### src/design/bdns_pkg.sv
// ----------------------------------------------------------------------------
// bdns_pkg
// Shared constants, types and the sequencer state for the near-depth selector.
// ----------------------------------------------------------------------------
package bdns_pkg;

   localparam int MAX_SAMPLES   = 16384;
   localparam int DEPTH_BITS    = 16;
   localparam int COORD_BITS    = 12;

   localparam int BOX_BITS      = COORD_BITS + 1;
   localparam int ADDR_BITS     = $clog2(MAX_SAMPLES);
   localparam int CNT_BITS      = ADDR_BITS + 1;
   localparam int BIT_IDX_BITS  = $clog2(DEPTH_BITS);
   localparam int RES_BITS      = DEPTH_BITS + 1;
   localparam int CSR_DATA_BITS = (DEPTH_BITS > BOX_BITS) ? DEPTH_BITS : BOX_BITS;
   localparam int CSR_IDX_BITS  = 3;

   // register indexes
   localparam logic [CSR_IDX_BITS-1:0] REG_BOX_LEFT   = 3'd0;
   localparam logic [CSR_IDX_BITS-1:0] REG_BOX_TOP    = 3'd1;
   localparam logic [CSR_IDX_BITS-1:0] REG_BOX_RIGHT  = 3'd2;
   localparam logic [CSR_IDX_BITS-1:0] REG_BOX_BOTTOM = 3'd3;
   localparam logic [CSR_IDX_BITS-1:0] REG_MIN_DEPTH  = 3'd4;

   localparam logic [DEPTH_BITS-1:0] MIN_DEPTH_RESET = DEPTH_BITS'(100);

   typedef enum logic [1:0] {
      ST_IDLE,
      ST_PREP,
      ST_SCAN,
      ST_STEP
   } state_type;

   // box limits and depth floor
   typedef struct packed {
      logic signed [BOX_BITS-1:0] left;
      logic signed [BOX_BITS-1:0] top;
      logic signed [BOX_BITS-1:0] right;
      logic signed [BOX_BITS-1:0] bottom;
      logic [DEPTH_BITS-1:0]      min_depth;
   } box_cfg_type;

   // one pixel after the box test
   typedef struct packed {
      logic                  accept;
      logic                  keep;
      logic                  last;
      logic [DEPTH_BITS-1:0] depth;
   } sample_type;

   // sequencer strobes
   typedef struct packed {
      logic store;
      logic ovf_set;
      logic init;
      logic issue;
      logic step;
      logic finish;
   } ctl_type;

endpackage

### src/design/bdns_filter.sv
// ----------------------------------------------------------------------------
// bdns_filter
// Box and depth-floor test on each incoming pixel.
// ----------------------------------------------------------------------------
module bdns_filter import bdns_pkg::*; (
   input  logic                  accept,
   input  logic [DEPTH_BITS-1:0] depth_mm,
   input  logic [COORD_BITS-1:0] pixel_col,
   input  logic [COORD_BITS-1:0] pixel_row,
   input  logic                  frame_last,
   input  box_cfg_type           cfg,
   output sample_type            sample
);

   logic signed [BOX_BITS-1:0] col_s;
   logic signed [BOX_BITS-1:0] row_s;
   logic                       in_box;

   // coordinates are unsigned, so a zero top bit makes them safe to compare signed
   assign col_s  = $signed({1'b0, pixel_col});
   assign row_s  = $signed({1'b0, pixel_row});
   assign in_box = (col_s >= cfg.left) && (col_s < cfg.right) &&
                   (row_s >= cfg.top)  && (row_s < cfg.bottom);

   always_comb begin
      sample.accept = accept;
      sample.keep   = in_box && (depth_mm > cfg.min_depth);
      sample.last   = frame_last;
      sample.depth  = depth_mm;
   end

endmodule

### config.mk
export PLATFORM = sky130hd
export DESIGN_NAME = bdns_filter
export DESIGN_NICKNAME = d
export VERILOG_FILES = /design/src/design/bdns_pkg.sv /design/src/design/bdns_filter.sv
export SDC_FILE = /design/constraint.sdc
export NUM_CORES = 1
export LEC_CHECK = 0
export BUFFER_PORTS_ARGS = -buffer_cell sky130_fd_sc_hd__buf_2
export CORE_MARGIN = 1.5
export CORE_UTILIZATION = 38
export DETAILED_ROUTE_END_ITERATION = 10
export PLACE_DENSITY_LB_ADDON = 0.25
export SLEW_MARGIN = 20
export SYNTH_ARGS = -nofsm -noshare
export SYNTH_HDL_FRONTEND = slang
export SYNTH_SLANG_ARGS = --single-unit
### constraint.sdc
create_clock -name vclk -period 2.5
set_clock_uncertainty 0.05 [all_clocks]
set_input_delay 0.125 -clock vclk [all_inputs]
set_output_delay 0.125 -clock vclk [all_outputs]
set_load 0.1 [all_outputs]
==> metrics.txt, run 1 <==
Syn Area/Cell=between 7 and 8 um2; Critical Path AT=around 2.2 ns; DP HPWL=~3600 um; hold_buf cts=0; Syn Nets=around 400; via count of the routed design=1811; sequential cell area=0 um2; DR WL/cell=around 9.4 um; Seq pwr share=0%; critical-path maximum fanout=1; Synth area leaders=ha_1 (46%), inv_1 (14%), buf_4 (8.0%), a21oi_1 (4.2%), a21o_1 (4.0%); Antenna Cells=0; Post-Synthesis Cell Area=1680 um2; num rows=24; Post-DRT Antenna Nets=0; Rel. slew slack=approximately two thirds; Hold Crit Class=in -> out; 1st-pass router iterations=4; core area=approximately 4300 um2; largest area contributor in the netlist=ha_1; Initial Utilization=between 30% and 40%; Layout Nets=roughly 500; non-filler cells, final=385; post-CTS setup buffer count=0; post-CTS sizing=0; vias in the first global route=between 1500 and 2000; placed cell count=~390; area growth from synthesis to layout=36.4%; outcome=finished, final reports clean; # fillers=415; routability cong.=between 0.7 and 0.8; Hold WS=around 0.20 ns; Netlist cell types=32; initial antenna violation count=0; setup TNS=0 ns; # setup viols final=0; Die Height=around 70 um; MaxCap Viol Count=0; I/O pins=roughly 130; P_int=170 uW; fin crit period=between 2 and 2.5 ns; GR Util All Layers=between 10 and 15%; Hold Vio Cnt, Final=0; Max Slew Vio Count=0; Max Clock Freq=~420 MHz; Synth Warn #=0; IO buf count=between 100 and 150; total wire length=3630 um; Worst Setup SP=cfg[40]; RSZ-0062 raised after global routing=no; Switching Fraction=59.3%; Iter 0 DRT Violations=18; vias per std cell=4.70; die width=between 60 and 70 um; Worst-Margin Slew=approximately 0.49 ns; NetSw=247 uW; share of layout cells above drive strength 1=around two fifths; largest net degree at the start of global routing=5; GR Overflow Total=0; wire length of the first global-routing pass=~6300 um; Pwr per Cell Area=~180 nW/um2; Hold Startpoint=frame_last; Worst Setup End Kind=primary output; commonest non-fill, non-tap cell in the layout=buf_2; cell count after synthesis=roughly 230; final worst path period share=approximately 95%; Clock Power Share=0%; Leakage=between 0.0015 and 0.002 uW; CP required=2.33 ns; drt drc=0; number of clock buffers in the layout=0; final sequential cell count=0; share of the yosys chip area belonging to registers=0%; CP startpoint kind=primary input; Comb power frac=100.0%; die area=a little under 5000 um2; critical path class=in -> out; post-synth top area share=between 40% and 50%; maximum VDD drop=roughly 120 uV; commonest cells after routing, fill and taps aside=buf_2 (124), inv_1 (61), ha_1 (61)
[worst max-delay path, cell delays in order]
cell and delay, ns:
buf_2 0.16, inv_12 0.03, ha_4 0.14, or4_4 0.47, a221oi_2 0.17, o21ai_1 0.10
or4_4 0.53, a2111oi_4 0.25, buf_12 0.22
[power by group through the flow]
stage	Clock (uW)	Sequential, uW	Combinational (uW)
5_1_grt	0	0	471
3_3_place_gp	0	0	414
6_report	0	0	417
3_5_place_dp	0	0	420
2_1_floorplan	0	0	308
4_1_cts	0	0	423
[final timing paths]
kind | endpoint | cells after the start
setup / recovery | sample[17] | 9
hold / removal | sample[16] | 0
[layout make-up]
type,count,area (um2),share of cell area (%)
Multi-Input combinational cell,146,1340,58.5
Inverter,62,245,10.7
Timing Repair Buffer,125,641,27.9
Tap cell,52,65.1,2.84
[per-layer routing]
layer	wire length, um	track usage (%)	part of all wire [%]
met4	0	0.218	0
met5	0	0	0
met2	1780	29.3	49
met3	215	0.436	5.9
met1	1640	18.5	45
[per-stage QoR]
step | instance area (um2) | setup slack [ns] | util, % | total power, uW
after floorplan | 1720 | -0.258 | - | 308
after global placement | 2290 | 0.137 | 53.4 | 414
after detailed placement | 2290 | 0.0968 | 53.4 | 420
after CTS | 2290 | 0.0961 | 53.4 | 423
after global routing | 2290 | 0.0628 | 53.4 | 471
final | 2290 | 0.115 | 53.4 | 417
[kinds of logic (layout without fill, tap and decap cells)]
family,count (synthesis),count (layout),share of synthesized area (%)
buffers and inverters,80,187,21.9
AO/OA/AOI/OAI,47,47,19.5
AND/OR/NAND/NOR,37,37,12.4
adder cells (fa/ha/maj),62,62,46.2
[Yosys cell counts, types with 2 or more instances]
master and number:
buf_4 18, nand2b_1 3, a2111oi_0 2, o21ai_0 5, nand4_1 6, a21oi_1 14, a211o_1 2, a211oi_1 4
nand2_1 5, a21o_1 9, inv_1 62, nor3_1 4, ha_1 62, o211ai_1 2, nor2_1 6, or4_1 2
nand3_1 5
Note: power is estimated with default switching activity, not from simulation.
==> run 2: changes to the inputs <==
- CORE_UTILIZATION: 38 -> 43
==> metrics.txt, run 2 (synthesized netlist as in run 1, its figures left out) <==
Critical Path AT=2.24 ns (+0.03 ns); wire length of the first global-routing pass=6400 um (+0.76%); crit path setup slack, layout=0.0828 ns (-0.0321 ns); critical-path maximum fanout=1 (unchanged); Max stage delay on crit path=0.53 ns (about the same); largest net degree at the start of global routing=5 (unchanged); Hold Vio Cnt, Final=0 (unchanged); Most common cell on crit path=or4_4; via count of the routed design=1840 (+1.6%); area growth from synthesis to layout=36.1%; total wire length=3810 um (+4.8%); M2 GR Usage=36.7% (+7.5 points); CP required=2.33 ns (about the same); final sequential cell count=0 (unchanged); DP HPWL=3740 um (+5.1%); Hold Crit Class=in -> out; GR Overflow Total=0 (unchanged); post-CTS sizing=0 (unchanged); # setup viols final=0 (unchanged); final worst path period share=96.7% (+1.3 points); Post-DRT Antenna Nets=0 (unchanged); IO buf count=125 (unchanged); met1 Use GR=20.1% (+1.6 points); commonest cells after routing, fill and taps aside=buf_2 (124), inv_1 (61), ha_1 (61); non-filler cells, final=381 (-1.0%); Pwr per Cell Area=183 nW/um2 (+0.83%); critical path class=in -> out; vias in the first global route=1741 (+1.7%); die area=4290 um2 (-11%); Clock Power Share=0% (unchanged); Leakage=0.00151 uW (unchanged); Max Slew Vio Count=0 (unchanged); Comb power frac=100.0% (about the same); RSZ-0062 raised after global routing=no; outcome=finished, final reports clean; DR WL/cell=9.99 um (+5.9%); share of layout cells above drive strength 1=39.3% (unchanged); Die Height=65.5 um (-5.7%); core area=3720 um2 (-13%); Seq pwr share=0% (unchanged); drt drc=0 (unchanged); Worst Setup End Kind=primary output; MaxCap Viol Count=0 (unchanged); Switching Fraction=59.4% (+0.085 points); I/O pins=129 (unchanged); commonest non-fill, non-tap cell in the layout=buf_2; buffer and inverter count on the worst path=3 (unchanged); Initial Utilization=45.2% (+6.1 points); Iter 0 DRT Violations=30 (+12); GR Util All Layers=17.7% (+2.9 points); Worst-Margin Slew=0.491 ns (-0.00329 ns); Hold Startpoint=frame_last; P_int=170 uW (+0.40%); routability cong.=0.747 (-5.2%); Antenna Cells=0 (unchanged); CP cell instances=buf_2, inv_12, ha_4, or4_4, a221oi_2, o21ai_1, or4_4, a2111oi_4, buf_12; maximum VDD drop=156 uV (+34%); vias per std cell=4.83 (+2.7%); post-CTS setup buffer count=0 (unchanged); # fillers=370 (-11%); number of clock buffers in the layout=0 (unchanged); CP startpoint kind=primary input; sequential cell area=0 um2 (unchanged); Rel. slew slack=67.5% (+0.22 points); CP max stage cell=or4_4; hold_buf cts=0 (unchanged); met3 GRT Util=1.03% (+0.59 points); delay-heaviest family, CP=simple AND/OR/NAND/NOR gates; Layout Nets=507 (unchanged); initial antenna violation count=0 (unchanged); busiest grt layer=met2; 1st-pass router iterations=6 (+2); fin crit period=2.42 ns (+0.0321 ns); NetSw=249 uW (+0.75%); num rows=22 (-8.3%); die width=65.5 um (-5.7%); hold path depth=0 (unchanged); DP Worst Slack=0.0640 ns (-0.0327 ns); setup TNS=0 ns (unchanged); placed cell count=381 (-1.0%); WHS Endpoint=sample[16]; Max Clock Freq=414 MHz (-1.3%)
==> run 2: cell counts in the layout (fill, tap and decap cells not counted) <==
Identical to the previous run, type by type.
==> run 2: per-layer routing <==
| metal | share of wire [%] | wire length [um] | vias to the layer above |
|---|---|---|---|
| met2 | 49 | 1880 | 69 |
| met5 | 0 | 0 | - |
| met4 | 0.66 | 25 | 0 |
| li1 | - | - | 983 |
| met3 | 7.9 | 299 | 4 |
| met1 | 42 | 1600 | 784 |
==> run 2: metrics by stage <==
step,hold slack [ns],instance area [um2],total power [uW],utilization [%]
after global routing,0.200,2290,473,61.5
after detailed placement,0.201,2290,424,61.5
final,0.200,2290,420,61.5
after floorplan,0.412,1720,308,-
after CTS,0.201,2290,426,61.5
after global placement,0.201,2290,412,61.5
==> run 2: power by group through the flow <==
stage                     combinational (uW)  clock [uW]  sequential (uW)
after floorplan                          308           0                0
after global placement                   412           0                0
after detailed placement                 424           0                0
after CTS                                426           0                0
after global routing                     473           0                0
final                                    420           0                0
==> run 2: how the worst max path moves through the flow <==
stage          cells past startpoint  slack, ns  startpoint          to
3_5_place_dp                       9       0.06     cfg[40]  sample[17]
3_3_place_gp                       9       0.12     cfg[40]  sample[17]
4_1_cts                            9       0.06     cfg[40]  sample[17]
6_report                           9       0.08     cfg[40]  sample[17]
2_1_floorplan                      7      -0.26     cfg[40]  sample[17]
5_1_grt                            9       0.03     cfg[40]  sample[17]
==> run 2: cell type report <==
type | instances | area, um2 | share of cell area [%]
repair buffers | 125 | 641 | 28.0
multi-input cells | 146 | 1340 | 58.6
well taps | 48 | 60.1 | 2.63
inverters | 62 | 245 | 10.7
